<file path="config.mk">
export PLATFORM = sky130hd
export DESIGN_NAME = uart_command_line_parser_flat
export DESIGN_NICKNAME = d
export VERILOG_FILES = /design/src/hw/rtl/ucl_pkg.sv /design/src/hw/rtl/ucl_if.sv /design/src/hw/rtl/ucl_front.sv /design/src/hw/rtl/ucl_queue.sv /design/src/hw/rtl/ucl_back.sv /design/src/hw/rtl/uart_command_line_parser.sv /design/src/flat_wrapper.sv
export SDC_FILE = /design/constraint.sdc
export NUM_CORES = 2
export LEC_CHECK = 0
export BUFFER_PORTS_ARGS = -buffer_cell sky130_fd_sc_hd__buf_2
export CAP_MARGIN = 20
export CORE_UTILIZATION = 45
export CTS_BUF_LIST = sky130_fd_sc_hd__clkbuf_8
export CTS_CLUSTER_SIZE = 10
export DETAILED_ROUTE_END_ITERATION = 10
export PLACE_DENSITY = 0.7
export SKIP_LAST_GASP = 1
export SYNTH_ARGS = -nofsm -noshare
export SYNTH_HDL_FRONTEND = slang
export SYNTH_SLANG_ARGS = --single-unit
</file>
<file path="constraint.sdc">
create_clock -name clock -period 12.2 [get_ports clock]
set_clock_uncertainty 0.2 [all_clocks]
set_input_delay 2.44 -clock clock [delete_from_list [all_inputs] [get_ports clock]]
set_output_delay 2.44 -clock clock [all_outputs]
set_load 0.01 [all_outputs]
</file>
<file path="src/hw/rtl/ucl_pkg.sv">
// ----------------------------------------------------------------------------
// ucl_pkg: shared types and constants of the command line parser
// Line store depth, command codes, the job passed from front to back, and the
// result payload.
// ----------------------------------------------------------------------------
package ucl_pkg;

   localparam int unsigned LINE_DEPTH = 128;
   localparam int unsigned LINE_AW    = $clog2(LINE_DEPTH);
   localparam int unsigned LEN_W      = $clog2(LINE_DEPTH + 1);

   localparam logic [31:0] RESET_ADDRESS = 32'h8000_0000;
   localparam logic [31:0] MEM_DEFAULT_LEN = 32'd8;

   localparam logic [7:0] CH_BS    = 8'd8;
   localparam logic [7:0] CH_TAB   = 8'd9;
   localparam logic [7:0] CH_LF    = 8'd10;
   localparam logic [7:0] CH_CR    = 8'd13;
   localparam logic [7:0] CH_SPACE = 8'd32;
   localparam logic [7:0] CH_COMMA = 8'd44;
   localparam logic [7:0] CH_HASH  = 8'd35;

   typedef enum logic [2:0] {
      CMD_XLOAD   = 3'd0,
      CMD_RUN     = 3'd1,
      CMD_MEM     = 3'd2,
      CMD_MEMSET  = 3'd3,
      CMD_UNKNOWN = 3'd4
   } cmd_type;

   typedef enum logic [1:0] {
      JOB_ECHO,
      JOB_BACKSPACE,
      JOB_LINE
   } job_kind_type;

   // One job per accepted byte, queued between front and back.
   typedef struct packed {
      job_kind_type     kind;
      logic [7:0]       ch;
      logic [LEN_W-1:0] len;
   } job_type;

   typedef struct packed {
      logic        out_kind;
      logic [7:0]  tx_byte;
      logic [2:0]  command;
      logic [31:0] address;
      logic [31:0] argument;
      logic        last;
   } rsp_type;

   function automatic logic is_sep(input logic [7:0] c);
      return (c == CH_SPACE) || (c == CH_TAB) || (c == CH_COMMA);
   endfunction

endpackage

</file>
<file path="src/hw/rtl/ucl_if.sv">
// ----------------------------------------------------------------------------
// ucl_req_if / ucl_rsp_if: valid-ready channels of the parser
// Request carries one received byte, response carries one result item.
// ----------------------------------------------------------------------------
interface ucl_req_if;
   logic       valid;
   logic       ready;
   logic [7:0] rx_byte;
   modport source (output valid, output rx_byte, input ready);
   modport sink   (input valid, input rx_byte, output ready);
endinterface

interface ucl_rsp_if;
   logic        valid;
   logic        ready;
   logic        out_kind;
   logic [7:0]  tx_byte;
   logic [2:0]  command;
   logic [31:0] address;
   logic [31:0] argument;
   logic        last;
   modport source (output valid, output out_kind, output tx_byte, output command,
                   output address, output argument, output last, input ready);
   modport sink   (input valid, input out_kind, input tx_byte, input command,
                   input address, input argument, input last, output ready);
endinterface

</file>
<file path="src/hw/rtl/ucl_front.sv">
// ----------------------------------------------------------------------------
// ucl_front: byte intake and line store writer
// Classify each byte, update the line length and write the store.
// ----------------------------------------------------------------------------
module ucl_front (
   input  logic                    clock,
   input  logic                    reset,
   input  logic                    in_valid,
   output logic                    in_ready,
   input  logic [7:0]              in_byte,
   output logic                    job_valid,
   input  logic                    job_ready,
   output ucl_pkg::job_type        job,
   output logic                    wr_en,
   output logic [ucl_pkg::LINE_AW-1:0] wr_addr,
   output logic [7:0]              wr_data
);
   import ucl_pkg::*;

   logic [LEN_W-1:0] len_ff, len_in;
   logic             xfer;
   logic             is_line;

   // A line job must not be followed by writes until the back has scanned it.
   assign in_ready  = job_ready;
   assign job_valid = in_valid;
   assign xfer      = in_valid && job_ready;
   assign is_line   = (in_byte == CH_CR) || (in_byte == CH_LF);

   always_comb begin
      job.ch  = in_byte;
      job.len = len_ff;
      if (in_byte == CH_BS) begin
         job.kind = JOB_BACKSPACE;
      end else if (is_line) begin
         job.kind = JOB_LINE;
      end else begin
         job.kind = JOB_ECHO;
      end
   end

   assign wr_en   = xfer && !is_line && (in_byte != CH_BS) && (len_ff < LEN_W'(LINE_DEPTH));
   assign wr_addr = len_ff[LINE_AW-1:0];
   assign wr_data = in_byte;

   always_comb begin
      len_in = len_ff;
      if (xfer) begin
         if (in_byte == CH_BS) begin
            if (len_ff != '0) len_in = len_ff - LEN_W'(1);
         end else if (is_line) begin
            len_in = '0;
         end else if (wr_en) begin
            len_in = len_ff + LEN_W'(1);
         end
      end
   end

   always_ff @(posedge clock) begin
      if (reset) begin
         len_ff <= '0;
      end else begin
         len_ff <= len_in;
      end
   end
endmodule

</file>
<file path="src/hw/rtl/ucl_queue.sv">
// ----------------------------------------------------------------------------
// ucl_queue: short job queue between front and back
// Two-entry FIFO; after a line job, refuse pushes so no write overtakes its scan.
// ----------------------------------------------------------------------------
module ucl_queue (
   input  logic              clock,
   input  logic              reset,
   input  logic              push_valid,
   output logic              push_ready,
   input  ucl_pkg::job_type  push_job,
   output logic              pop_valid,
   input  logic              pop_ready,
   output ucl_pkg::job_type  pop_job
);
   import ucl_pkg::*;

   job_type    mem_ff [2];
   logic       wp_ff, wp_in, rp_ff, rp_in;
   logic [1:0] cnt_ff, cnt_in;
   logic       line_ff, line_in;
   logic       push, pop;

   // Stall intake while a line job is queued or the back is still working on
   // it: the back reads the store until it returns to idle.
   assign push_ready = (cnt_ff != 2'd2) && !line_ff;
   assign pop_valid  = (cnt_ff != 2'd0);
   assign pop_job    = mem_ff[rp_ff];
   assign push       = push_valid && push_ready;
   assign pop        = pop_valid && pop_ready;

   always_comb begin
      wp_in   = push ? !wp_ff : wp_ff;
      rp_in   = pop ? !rp_ff : rp_ff;
      cnt_in  = cnt_ff + {1'b0, push} - {1'b0, pop};
      line_in = line_ff;
      // Release once the back is idle again and nothing is left queued.
      if (pop_ready && cnt_ff == 2'd0) line_in = 1'b0;
      if (push && push_job.kind == JOB_LINE) line_in = 1'b1;
   end

   always_ff @(posedge clock) begin
      if (push) mem_ff[wp_ff] <= push_job;
   end

   always_ff @(posedge clock) begin
      if (reset) begin
         wp_ff   <= 1'b0;
         rp_ff   <= 1'b0;
         cnt_ff  <= 2'd0;
         line_ff <= 1'b0;
      end else begin
         wp_ff   <= wp_in;
         rp_ff   <= rp_in;
         cnt_ff  <= cnt_in;
         line_ff <= line_in;
      end
   end
endmodule

</file>
<file path="src/hw/rtl/ucl_back.sv">
// ----------------------------------------------------------------------------
// ucl_back: job sequencer, line scanner and result output
// Emit echoes, scan the stored line one byte a cycle and issue the command.
// ----------------------------------------------------------------------------
module ucl_back (
   input  logic                        clock,
   input  logic                        reset,
   input  logic                        job_valid,
   output logic                        job_ready,
   input  ucl_pkg::job_type            job,
   input  logic                        wr_en,
   input  logic [ucl_pkg::LINE_AW-1:0] wr_addr,
   input  logic [7:0]                  wr_data,
   output logic                        rsp_valid,
   input  logic                        rsp_ready,
   output ucl_pkg::rsp_type            rsp
);
   import ucl_pkg::*;

   typedef enum logic [2:0] {
      ST_IDLE, ST_ECHO, ST_READ, ST_SCAN, ST_EXEC, ST_CMD, ST_TAIL
   } st_type;

   logic [7:0] store [LINE_DEPTH];
   logic [7:0] rd_ff;

   st_type           st_ff, st_in;
   job_type          job_ff;
   logic [1:0]       seq_ff, seq_in;
   logic [LEN_W-1:0] idx_ff, idx_in;
   logic [LINE_AW-1:0] rd_addr;
   // scan state
   logic             inword_ff, inword_in, nonempty_ff, nonempty_in;
   logic             extra_ff, extra_in;
   logic [1:0]       wcnt_ff, wcnt_in;
   logic [3:0]       wlen_ff [3];
   logic [3:0]       wlen_in [3];
   logic             hexok_ff [3];
   logic             hexok_in [3];
   logic [31:0]      hval_ff [3];
   logic [31:0]      hval_in [3];
   logic [7:0]       w0_ff [6];
   logic [7:0]       w0_in [6];
   logic [31:0]      load_ff, load_in, run_ff, run_in, maddr_ff, maddr_in;
   logic [31:0]      arg_ff, arg_in, addr_ff, addr_in;
   cmd_type          cmd_ff, cmd_in;
   rsp_type          out_ff, out_in;
   logic             ov_ff, ov_in;
   logic             out_free;
   logic             a1, a2;
   logic [3:0]       digit;
   logic             dig_ok;

   assign out_free  = !ov_ff || rsp_ready;
   assign rsp_valid = ov_ff;
   assign rsp       = out_ff;
   assign job_ready = (st_ff == ST_IDLE);
   assign rd_addr   = idx_ff[LINE_AW-1:0];

   always_ff @(posedge clock) begin
      if (wr_en) store[wr_addr] <= wr_data;
      rd_ff <= store[rd_addr];
   end

   always_comb begin
      dig_ok = 1'b1;
      digit  = 4'd0;
      if (rd_ff >= "0" && rd_ff <= "9") begin
         digit = rd_ff[3:0];
      end else if (rd_ff >= "a" && rd_ff <= "f") begin
         digit = rd_ff[3:0] + 4'd9;
      end else begin
         dig_ok = 1'b0;
      end
   end

   always_comb begin
      st_in = st_ff;
      unique case (st_ff)
         ST_IDLE: if (job_valid) st_in = ST_ECHO;
         ST_ECHO: if (out_free) begin
            priority if (job_ff.kind == JOB_BACKSPACE && seq_ff != 2'd2) st_in = ST_ECHO;
            else if (job_ff.kind == JOB_LINE && seq_ff == 2'd0) st_in = ST_ECHO;
            else if (job_ff.kind == JOB_LINE)
               st_in = (job_ff.len == '0) ? ST_EXEC : ST_READ;
            else st_in = ST_IDLE;
         end
         ST_READ: st_in = ST_SCAN;
         ST_SCAN: if (idx_ff == job_ff.len) st_in = ST_EXEC;
         ST_EXEC: st_in = nonempty_ff ? ST_CMD : ST_TAIL;
         ST_CMD:  if (out_free) st_in = ST_TAIL;
         ST_TAIL: if (out_free) st_in = ST_IDLE;
         default: st_in = ST_IDLE;
      endcase
   end

   always_comb begin
      seq_in = seq_ff;
      idx_in = idx_ff;
      inword_in = inword_ff;
      nonempty_in = nonempty_ff;
      extra_in = extra_ff;
      wcnt_in = wcnt_ff;
      wlen_in = wlen_ff;
      hexok_in = hexok_ff;
      hval_in = hval_ff;
      w0_in = w0_ff;
      load_in = load_ff;
      run_in = run_ff;
      maddr_in = maddr_ff;
      arg_in = arg_ff;
      addr_in = addr_ff;
      cmd_in = cmd_ff;
      out_in = out_ff;
      ov_in = ov_ff && !rsp_ready;
      a1 = hexok_ff[1] && wcnt_ff >= 2'd2 && wlen_ff[1] <= 4'd8;
      a2 = hexok_ff[2] && wcnt_ff == 2'd3 && wlen_ff[2] <= 4'd8;
      unique case (st_ff)
         ST_IDLE: begin
            seq_in = 2'd0;
            idx_in = '0;
            inword_in = 1'b0;
            nonempty_in = 1'b0;
            extra_in = 1'b0;
            wcnt_in = 2'd0;
         end
         ST_ECHO: if (out_free) begin
            ov_in = 1'b1;
            out_in = '0;
            seq_in = seq_ff + 2'd1;
            unique case (job_ff.kind)
               JOB_BACKSPACE: begin
                  out_in.tx_byte = (seq_ff == 2'd1) ? CH_SPACE : CH_BS;
                  out_in.last = (seq_ff == 2'd2);
               end
               JOB_LINE: out_in.tx_byte = (seq_ff == 2'd0) ? job_ff.ch : CH_LF;
               default: begin
                  out_in.tx_byte = job_ff.ch;
                  out_in.last = 1'b1;
               end
            endcase
         end
         // Entry 0 is being read; the next address goes out with each scan step.
         ST_READ: idx_in = LEN_W'(1);
         ST_SCAN: begin
            if (idx_ff != job_ff.len) idx_in = idx_ff + LEN_W'(1);
            if (rd_ff != CH_SPACE && rd_ff != CH_TAB) nonempty_in = 1'b1;
            if (is_sep(rd_ff)) begin
               inword_in = 1'b0;
            end else if (!inword_ff) begin
               inword_in = 1'b1;
               if (wcnt_ff != 2'd3) begin
                  wcnt_in = wcnt_ff + 2'd1;
                  wlen_in[wcnt_ff] = 4'd1;
                  hexok_in[wcnt_ff] = dig_ok;
                  hval_in[wcnt_ff] = {28'd0, digit};
                  if (wcnt_ff == 2'd0) w0_in[0] = rd_ff;
               end else begin
                  // Drop words past the second argument.
                  extra_in = 1'b1;
               end
            end else if (wcnt_ff != 2'd0 && !extra_ff) begin
               if (wlen_ff[wcnt_ff-2'd1] != 4'd15)
                  wlen_in[wcnt_ff-2'd1] = wlen_ff[wcnt_ff-2'd1] + 4'd1;
               hexok_in[wcnt_ff-2'd1] = hexok_ff[wcnt_ff-2'd1] && dig_ok;
               hval_in[wcnt_ff-2'd1] = {hval_ff[wcnt_ff-2'd1][27:0], digit};
               if (wcnt_ff == 2'd1 && wlen_ff[0] < 4'd6)
                  w0_in[wlen_ff[0][2:0]] = rd_ff;
            end
         end
         ST_EXEC: begin
            cmd_in = CMD_UNKNOWN;
            addr_in = '0;
            arg_in = '0;
            if (wcnt_ff != 2'd0) begin
               if (wlen_ff[0] == 4'd5 && w0_ff[0] == "x" && w0_ff[1] == "l" &&
                   w0_ff[2] == "o" && w0_ff[3] == "a" && w0_ff[4] == "d") begin
                  cmd_in = CMD_XLOAD;
                  if (a1) load_in = hval_ff[1];
                  addr_in = a1 ? hval_ff[1] : load_ff;
               end else if (wlen_ff[0] == 4'd3 && w0_ff[0] == "r" &&
                            w0_ff[1] == "u" && w0_ff[2] == "n") begin
                  cmd_in = CMD_RUN;
                  if (a1) run_in = hval_ff[1];
                  addr_in = a1 ? hval_ff[1] : run_ff;
               end else if (w0_ff[0] == "m" && w0_ff[1] == "e" && w0_ff[2] == "m" &&
                            (wlen_ff[0] == 4'd3 || (wlen_ff[0] == 4'd6 &&
                             w0_ff[3] == "s" && w0_ff[4] == "e" && w0_ff[5] == "t"))) begin
                  cmd_in = (wlen_ff[0] == 4'd3) ? CMD_MEM : CMD_MEMSET;
                  addr_in = a1 ? hval_ff[1] : maddr_ff;
                  if (wlen_ff[0] == 4'd3) begin
                     arg_in = a2 ? hval_ff[2] : MEM_DEFAULT_LEN;
                     maddr_in = (a1 ? hval_ff[1] : maddr_ff) +
                                {(a2 ? hval_ff[2][26:0] : 27'd8), 5'd0};
                  end else begin
                     arg_in = a2 ? hval_ff[2] : 32'd0;
                     maddr_in = a1 ? hval_ff[1] : maddr_ff;
                  end
               end
            end
         end
         ST_CMD: if (out_free) begin
            ov_in = 1'b1;
            out_in = '0;
            out_in.out_kind = 1'b1;
            out_in.command = cmd_ff;
            out_in.address = addr_ff;
            out_in.argument = arg_ff;
         end
         ST_TAIL: if (out_free) begin
            ov_in = 1'b1;
            out_in = '0;
            out_in.tx_byte = CH_HASH;
            out_in.last = 1'b1;
         end
         default: ;
      endcase
   end

   always_ff @(posedge clock) begin
      if (st_ff == ST_IDLE && job_valid) job_ff <= job;
      idx_ff <= idx_in;
      inword_ff <= inword_in;
      nonempty_ff <= nonempty_in;
      extra_ff <= extra_in;
      wcnt_ff <= wcnt_in;
      wlen_ff <= wlen_in;
      hexok_ff <= hexok_in;
      hval_ff <= hval_in;
      w0_ff <= w0_in;
      arg_ff <= arg_in;
      addr_ff <= addr_in;
      cmd_ff <= cmd_in;
      out_ff <= out_in;
      seq_ff <= seq_in;
   end

   always_ff @(posedge clock) begin
      if (reset) begin
         st_ff    <= ST_IDLE;
         ov_ff    <= 1'b0;
         load_ff  <= RESET_ADDRESS;
         run_ff   <= RESET_ADDRESS;
         maddr_ff <= RESET_ADDRESS;
      end else begin
         st_ff    <= st_in;
         ov_ff    <= ov_in;
         load_ff  <= load_in;
         run_ff   <= run_in;
         maddr_ff <= maddr_in;
      end
   end
endmodule

</file>
<file path="src/hw/rtl/uart_command_line_parser.sv">
// ----------------------------------------------------------------------------
// uart_command_line_parser: serial console line editor and command parser
// Echoes received bytes, edits a line, and reports the parsed command.
// ----------------------------------------------------------------------------
// Usage:
//   req carries one received byte per transfer; rsp carries result items
//   (echo bytes, one command result per non-empty line, and a closing '#').
//   The front classifies each byte and writes the line store; a two-entry
//   job queue feeds the back, which sequences the results.
// Sequencing:
//   An ordinary byte's echo passes the queue, the back's job register and
//   the output register; a backspace gives three result bytes. An end of
//   line echoes the byte and a line feed, then the back scans the store one
//   byte per cycle through its single read port and issues the command
//   result and the closing '#'. Intake holds from the end-of-line transfer
//   until the back has issued the closing '#' and gone idle.
// Reset:
//   Synchronous: clear the line and set all three addresses to 0x80000000.
// Stall:
//   A result waits in the output register while rsp.ready is low; the back
//   holds, the queue fills, and req.ready drops when it is full.
// ----------------------------------------------------------------------------
module uart_command_line_parser (
   input  logic clock,
   input  logic reset,
   ucl_req_if.sink   req,
   ucl_rsp_if.source rsp
);
   import ucl_pkg::*;

   job_type          f_job, q_job;
   logic             f_valid, f_ready, q_valid, q_ready;
   logic             wr_en;
   logic [LINE_AW-1:0] wr_addr;
   logic [7:0]       wr_data;
   rsp_type          r;

   ucl_front u_front (
      .clock, .reset,
      .in_valid(req.valid), .in_ready(req.ready), .in_byte(req.rx_byte),
      .job_valid(f_valid), .job_ready(f_ready), .job(f_job),
      .wr_en, .wr_addr, .wr_data
   );

   ucl_queue u_queue (
      .clock, .reset,
      .push_valid(f_valid), .push_ready(f_ready), .push_job(f_job),
      .pop_valid(q_valid), .pop_ready(q_ready), .pop_job(q_job)
   );

   ucl_back u_back (
      .clock, .reset,
      .job_valid(q_valid), .job_ready(q_ready), .job(q_job),
      .wr_en, .wr_addr, .wr_data,
      .rsp_valid(rsp.valid), .rsp_ready(rsp.ready), .rsp(r)
   );

   assign rsp.out_kind = r.out_kind;
   assign rsp.tx_byte  = r.tx_byte;
   assign rsp.command  = r.command;
   assign rsp.address  = r.address;
   assign rsp.argument = r.argument;
   assign rsp.last     = r.last;
endmodule
</file>
<file path="src/flat_wrapper.sv">
// flat-port wrapper written by rule: the top's interface ports become plain ports
module uart_command_line_parser_flat import ucl_pkg::*;
  (clock, reset, req_valid, req_rx_byte, req_ready, rsp_valid, rsp_out_kind, rsp_tx_byte, rsp_command, rsp_address, rsp_argument, rsp_last, rsp_ready);
  ucl_req_if req_i ();
  ucl_rsp_if rsp_i ();
  input  logic clock;
  input  logic reset;
  input wire logic [$bits(req_i.valid)-1:0] req_valid;
  input wire logic [$bits(req_i.rx_byte)-1:0] req_rx_byte;
  output wire logic [$bits(req_i.ready)-1:0] req_ready;
  output wire logic [$bits(rsp_i.valid)-1:0] rsp_valid;
  output wire logic [$bits(rsp_i.out_kind)-1:0] rsp_out_kind;
  output wire logic [$bits(rsp_i.tx_byte)-1:0] rsp_tx_byte;
  output wire logic [$bits(rsp_i.command)-1:0] rsp_command;
  output wire logic [$bits(rsp_i.address)-1:0] rsp_address;
  output wire logic [$bits(rsp_i.argument)-1:0] rsp_argument;
  output wire logic [$bits(rsp_i.last)-1:0] rsp_last;
  input wire logic [$bits(rsp_i.ready)-1:0] rsp_ready;
  assign req_i.valid = req_valid;
  assign req_i.rx_byte = req_rx_byte;
  assign req_ready = req_i.ready;
  assign rsp_valid = rsp_i.valid;
  assign rsp_out_kind = rsp_i.out_kind;
  assign rsp_tx_byte = rsp_i.tx_byte;
  assign rsp_command = rsp_i.command;
  assign rsp_address = rsp_i.address;
  assign rsp_argument = rsp_i.argument;
  assign rsp_last = rsp_i.last;
  assign rsp_i.ready = rsp_ready;
  uart_command_line_parser u_core (.clock(clock), .reset(reset), .req(req_i), .rsp(rsp_i));
endmodule
</file>
=== After elaboration in Yosys (flattened, before gate mapping) ===
Memory sizes are Yosys's and may differ from the RTL's. A register that Yosys moved wholly into a read port is not among the register bits.
Index checks and enable logic that the tools add are counted.

* Register bits: 431
* Memory bits (writable): 1060
* Bits of input ports: 12
* Output and inout bits: 79
* Word-level logic and storage cells: 337
* Memories: 2

* Add/subtract/negate cells: 11
* Order comparisons: 15
* Equal/unequal tests: 60
* Mux-type cells: 112
* Bitwise gates (word level): 11
* Reduce and logical (&&, ||, !) cells: 84

{| class="wikitable"
|+ Memory list
! memory !! depth !! width !! rd ports !! clocked after Yosys merged registers in !! write ports !! line !! RTL
|-
| u_core.u_back.store || 128 || 8 || 1 || 1 || 1 || ucl_back.sv:24 || <nowiki>logic [7:0] store [LINE_DEPTH];</nowiki>
|-
| u_core.u_queue.mem_ff || 2 || 18 || 1 || 1 || 1 || ucl_queue.sv:17 || <nowiki>job_type mem_ff [2];</nowiki>
|}

{| class="wikitable"
|+ Operators with widths
! kind !! number
|-
| $mux 32 || 12
|-
| $mux 96 || 3
|-
| $mux 77 || 3
|-
| $pmux 77 s3 || 1
|-
| $bwmux 96 || 2
|-
| $demux 32 s2 || 2
|-
| $eq 8x7->1 const B || 14
|-
| $mux 48 || 2
|-
| $mux 8 || 10
|-
| $bmux 32 s2 || 1
|-
| $mux 28 || 2
|-
| $bwmux 48 || 1
|-
| $mux 12 || 4
|-
| $mux 3 || 15
|-
| $logic_and 1x1->1 || 38
|-
| $add 32x32->32 || 1
|-
| $eq 8x4->1 const B || 4
|-
| $ne 2x2->1 const B || 14
|-
| $mux 27 || 1
|-
| $demux 8 s3 || 1
|-
| $mux 4 || 6
|-
| $pmux 8 s3 || 1
|-
| $pmux 3 s7 || 1
|-
| $mux 1 || 20
|-
| 67 further kinds || 134
|}

=== Logic depth before layout (Yosys ltp) ===
* Depth after elaboration: 10
* Gate-level depth with buffers: 24
* Gate-level depth less buffers: 19

=== Cells and area by module ===
Synthesis repeated with hierarchy kept, for this count alone.

* Cells, all modules: 3737
* Area, all modules: 62233.4 um^2

{| class="wikitable"
|+ Modules (own cells, without submodules)
! module !! times used !! cells an instance !! area an instance (um^2) !! seq. area each (um^2)
|-
| ucl_back || 1 || 3527 || 59642.2 || 42881.1
|-
| ucl_queue || 1 || 89 || 1611.5 || 1201.2
|-
| ucl_front || 1 || 121 || 979.7 || 160.2
|}

=== Least setup slack after synthesis ===
Ideal clock, no wire load.

* Path kind: input-to-reg
* Start: in rsp_ready
* End: reg u_core.u_back.out_ff, in the netlist u_core.u_back.rsp[0] (enable)
* Setup time: 522 ps
* Arrival: 5936 ps
* Data required time: 11478 ps
* Slack: 5542 ps
* Stages on the path: 2
* Buffers on the path: 0
* Cells stage by stage: nor2b_1 nor2b_1

* Longest elaborated chain between the ends: 3
* Elaborated cells between the ends (all ways): 5
* Those cells by class: 3 x eq/ne; 2 x reduce/logical

{| class="wikitable"
|+ Ends and longest elaborated chain
! what !! line !! RTL
|-
| start, declared || flat_wrapper.sv:18 || <nowiki>input wire logic [$bits(rsp_i.ready)-1:0] rsp_ready;</nowiki>
|-
| $logic_or 1x1->1 * || ucl_back.sv:54 || <nowiki>assign out_free = !ov_ff || rsp_ready;</nowiki>
|-
| $ne 2x2->1 (no source line) || n/a ||
|-
| $reduce_and 4->1 (no source line) * || n/a ||
|-
| end signal, assigned || ucl_back.sv:234 || <nowiki>out_ff <= out_in;</nowiki>
|-
| end, declared || ucl_back.sv:47 || <nowiki>rsp_type out_ff, out_in;</nowiki>
|}

Every way passes the cells marked *; elsewhere a longest branch is shown, timed or not.
A chain may end at the register's enable or synchronous reset.

=== Worst setup path in the final report ===
* Start: in req_rx_byte[2]
* End: mem u_core.u_back.store[15][1] (enable)

* Longest elaborated chain between the ends: 8
* Elaborated cells between the ends (all ways): 10
* Those cells by class: 3 x eq/ne; 2 x mux; 5 x reduce/logical

{| class="wikitable"
|+ Ends and longest elaborated chain
! what !! line !! RTL
|-
| start, declared || flat_wrapper.sv:9 || <nowiki>input wire logic [$bits(req_i.rx_byte)-1:0] req_rx_byte;</nowiki>
|-
| $eq 8x4->1 || ucl_front.sv:28 || <nowiki>assign is_line = (in_byte == CH_CR) || (in_byte == CH_LF);</nowiki>
|-
| $logic_or 1x1->1 || ucl_front.sv:28 ||
|-
| $logic_not 1->1 || ucl_front.sv:42 || <nowiki>assign wr_en = xfer && !is_line && (in_byte != CH_BS) && (len_ff < LEN_W'(LINE_DEPTH));</nowiki>
|-
| $logic_and 1x1->1 || ucl_front.sv:42 ||
|-
| $logic_and 1x1->1 * (2 in series) || ucl_front.sv:42 ||
|-
| $mux 1 * || ucl_back.sv:61 || <nowiki>if (wr_en) store[wr_addr] <= wr_data;</nowiki>
|-
| $mux 1 (implied by the code) * || ucl_back.sv:61 ||
|-
| end, declared || ucl_back.sv:24 ||
|}

Marks and branches as above.

==> results.json <==
{
  "run_status": "finished clean",
  "finalSetupTns_ns": 0,
  "timing.final.ws_setup_ns": 6.06,
  "worstReg2RegEnd": "u_core.u_back.maddr_ff[21]",
  "number_of_synthesized_flops_with_an_enable_pin": 1392,
  "dr_total_vias": 37071,
  "data_arrival_at_the_endpoint_of_the_critical_path_ns": 6.46,
  "clock-root-buffer": "clkbuf_8",
  "global_route.usage.met2_pct": 35.0,
  "netSwitchingFraction_pct": 32.4,
  "critical_path.cell_chain": "buf_4 -> buf_4 -> or4_1 -> o21ai_0 -> nor4_1 -> nand3_1 -> buf_4 -> nor2_1",
  "pwr-share-clk_pct": 29.4,
  "syn_inst_count": 4191,
  "grt_setup_unrepaired": "no",
  "clock_tree_from_tritoncts": "done",
  "netlist.top_cell.by_area": "edfxtp_1",
  "timing.critical_path.max_delay_family": "simple AND/OR/NAND/NOR gates",
  "crit_path_max_incr_delay_ns": 0.75,
  "syn2layout_area_growth_pct": 11.1,
  "synth.ff_latch_count": 1513,
  "final-setup-viol-count": 0,
  "synth-compound-area-share_pct": 8.17,
  "worst_slew_margin_rel_pct": 18.6,
  "regToRegSetupSlack_ns": 6.26,
  "cellPowerDensity_nw_per_um2": 203,
  "first_global_vias": 35912,
  "whs_endpoint": "u_core.u_back.run_ff[8]",
  "cpMostUsedCell": "buf_4",
  "final_period_minus_worst_setup_slack_ns": 6.14,
  "drt-initial-drc-count": 3498,
  "floorplan.die_area_sq_um": 141000,
  "pwr-share-comb_pct": 26.7,
  "power_report.internal_total_mw": 9.52,
  "count_of_final_hold_check_violations": 0,
  "layout.core_utilization_pct": 50.5,
  "fin_nets": 4382,
  "core_area_sq_um": 138000,
  "synthesis.yosys.warnings": 0,
  "synthXorXnorAreaFrac_pct": 0.700,
  "area_contributors_post_synth": "edfxtp_1 67%, mux4_2 4.9%, dfxtp_1 3.9%",
  "cts_max_path_buffers": 3,
  "cts_buffers": 225,
  "grt_start_max_net_pins": 144,
  "cp_slowest_cell": "nand3_1",
  "ctsHoldBuffers": 0,
  "synth_largest_type_area_fraction_pct": 66.8,
  "post_synth_fa_ha_maj_area_fraction_pct": 0.928,
  "synthSimpleGateAreaFrac_pct": 7.56,
  "slew_violations": 0,
  "antenna_left": 0,
  "cts_htree_levels": 4,
  "synth_flop_cell": "edfxtp_1",
  "grt_pass1_wl_mm": 227,
  "numPortBuffers": 90,
  "cts.sink_count": 1513,
  "number_of_cells_on_the_worst_hold_path": 2,
  "clk_latency_ns": 0.93,
  "post_synth.cell_area_avg_sq_um": 14.9,
  "crit_fanout": 49,
  "critical_path.endpoint_type": "flop",
  "grt_usage_pct": 21.4,
  "worst_pin_slew_ns": 1.22,
  "layout_cell_share_with_drive_strength_beyond_1_pct": 16.5,
  "power_share_of_the_sequential_group_pct": 43.9,
  "peakVddDrop_uv": 214,
  "drtPass1Iterations": 6,
  "cts_post_setup_buffers_inserted": 0,
  "leakagePower_nw": 22.9,
  "final.period_utilization_pct": 50.4,
  "power.net_switching_mw": 4.56,
  "dieWidth_um": 375,
  "max-cap-violations": 0,
  "reg2reg_depth": 22,
  "vias_per_cell": 5.88,
  "timing.critical_path.buf_inv": 3,
  "pin_count": 91,
  "cts.clk_slew.worst_paths_ns": 0.06,
  "global_route_overflow": 0,
  "initial_antenna_violation_count": 3,
  "rr_startpoint": "u_core.u_back.wcnt_ff[0]",
  "die_boundary_height_um": 375,
  "synth_nets": 4248,
  "starting_density_of_the_core_pct": 45.5,
  "detail_route.drc_violations": 0,
  "critical_path_required_ns": 12.51,
  "critical_path.startpoint_type": "primary input",
  "detailed_route_wire_length_per_cell_um": 24.2,
  "preCtsSetupSlack_ns": 5.18,
  "peak_clock_frequency_supported_by_timing_ghz": 0.163,
  "mappedNetlistArea_sq_um": 62600,
  "worst_hold_startpoint": "u_core.u_back.run_ff[8]",
  "path_class": "in2reg",
  "dpl_hpwl_mm": 95.6,
  "gp_congestion": 0.890,
  "gr-usage-met1_pct": 28.1,
  "number_of_placement_rows": 136,
  "synthArstFlopShare_pct": 0,
  "ctsResizeCount": 0,
  "ys_types": 101,
  "drt_wl_total_mm": 153,
  "yosys-mux-area-fraction_pct": 10.1,
  "globalRoute.busiestLayer": "met2",
  "yosysSeqAreaShare_pct": 70.7,
  "synth_top_family_by_area": "multiplexers",
  "grtUsageMet3_pct": 4.05,
  "hold_path.class": "reg2reg"
}
power groups by stage:
stage | Combinational [mW] | Sequential, mW | Clock, mW
after floorplan | 2.54 | 6.23 | 0
after global placement | 3.68 | 6.29 | 0
after detailed placement | 3.72 | 6.29 | 0
after CTS | 3.73 | 6.18 | 4.21
after global routing | 4.00 | 6.20 | 4.43
final | 3.76 | 6.18 | 4.14
how the worst max path moves through the flow:
stage	cells after the start	start	slack, ns	to
finish	8	req_rx_byte[2]	6.06	u_core.u_back.store[15][1]
global route	9	req_rx_byte[2]	5.91	u_core.u_back.store[70][6]
CTS	9	req_rx_byte[2]	6.21	u_core.u_back.store[70][6]
detailed placement	9	req_rx_byte[2]	5.18	u_core.u_back.store[6][2]
global placement	9	req_rx_byte[2]	5.25	u_core.u_back.store[70][3]
floorplan	2	rsp_ready	5.54	u_core.u_back.rsp[0]
layer usage:
layer / share of wire (%) / routed length (um) / vias to the layer above
met2: 49 / 74100 / 1742
met4: 3.9 / 5900 / 0
met5: 0 / 0 / -
met3: 7.4 / 11300 / 334
li1: - / - / 16487
met1: 40 / 61400 / 18508
cell type report:
class	count	area, sq um
Multi-Input combinational cell	2379	17300
Clock inverter	179	1360
Fill cell	11237	68200
Clock buffer	233	3210
Sequential cell	1513	44200
Antenna cell	2	5.00
Inverter	45	169
Tap cell	1794	2240
Timing Repair Buffer	161	1030
cell usage in the layout, fill, tap and decap left out, drive strengths merged, types with 8 or more instances in the layout:
cell type,n
a311oi,15
bufinv,17
nor4,10
o21ai,120
a211oi,41
xnor2,35
nor2,363
and2,87
a31oi,8
edfxtp,1392
and3,71
nor2b,15
nand4,13
o221ai,70
clkbuf,234
buf,160
nand2b,13
nand2,363
a21oi,339
mux2,84
mux2i,229
a221oi,15
a222oi,9
nand3,38
inv,117
a2111oi,8
a22o,18
clkinv,87
nor3,19
dfxtp,121
ha,44
mux4,136
o22ai,72
a21o,30
xor2,15
synth_stat cells (all sizes together), types with 18 or more instances:
cell type     n
a22o         18
o21ai       120
mux2         84
nand3        38
nor2        363
edfxtp     1392
clkbuf      189
xnor2        35
and3         71
a21o         30
o22ai        72
o221ai       70
nand2       363
mux4        136
mux2i       229
and2         87
nor3         19
ha           44
a21oi       339
inv          44
dfxtp       121
buf          65
a211oi       41
sequential cells by signal, summed over array words and instances (netlist names), 3 cells and up:
| signal | cells |
|---|---|
| u_core.u_queue.mem_ff | 36 |
| u_core.u_back.job_ff | 18 |
| u_core.u_back.hval_ff | 92 |
| u_core.u_back.st_ff | 3 |
| u_core.u_back.cmd_ff | 3 |
| u_core.u_back.rd_ff | 8 |
| u_core.u_back.hexok_ff | 3 |
| u_core.u_back.maddr_ff | 32 |
| u_core.u_back.w0_ff | 48 |
| u_core.u_back.rsp | 77 |
| u_core.u_back.arg_ff | 32 |
| u_core.u_back.wlen_ff | 12 |
| u_core.u_back.idx_ff | 8 |
| u_core.u_front.len_ff | 8 |
| u_core.u_back.addr_ff | 32 |
| u_core.u_back.run_ff | 32 |
| u_core.u_back.store | 1024 |
| u_core.u_back.load_ff | 32 |
worst min-delay path: stages (launching register included):
cell	delay, ns
dfxtp_1	0.30
nand2_1	0.05
a21oi_1	0.05
cells by family (layout without fill, tap and decap cells):
family	after synthesis	count (layout)
multiplexers	449	449
AO/OA/AOI/OAI	800	800
adder cells (fa/ha/maj)	46	46
XOR/XNOR	50	50
flip-flops	1513	1513
AND/OR/NAND/NOR	1034	1034
buffers and inverters	299	618
other	0	2
stage by stage:
stage	hold WS, ns	total power [mW]	area (sq um)	instances
3_5_place_dp	0.244	10.0	64900	5886
2_1_floorplan	0.224	8.77	62600	4191
6_report	0.252	14.1	69500	6306
4_1_cts	0.253	14.1	69400	6298
3_3_place_gp	0.237	9.97	64900	5886
5_1_grt	0.262	14.6	69500	6306
Power figures use the tool's default switching activity.
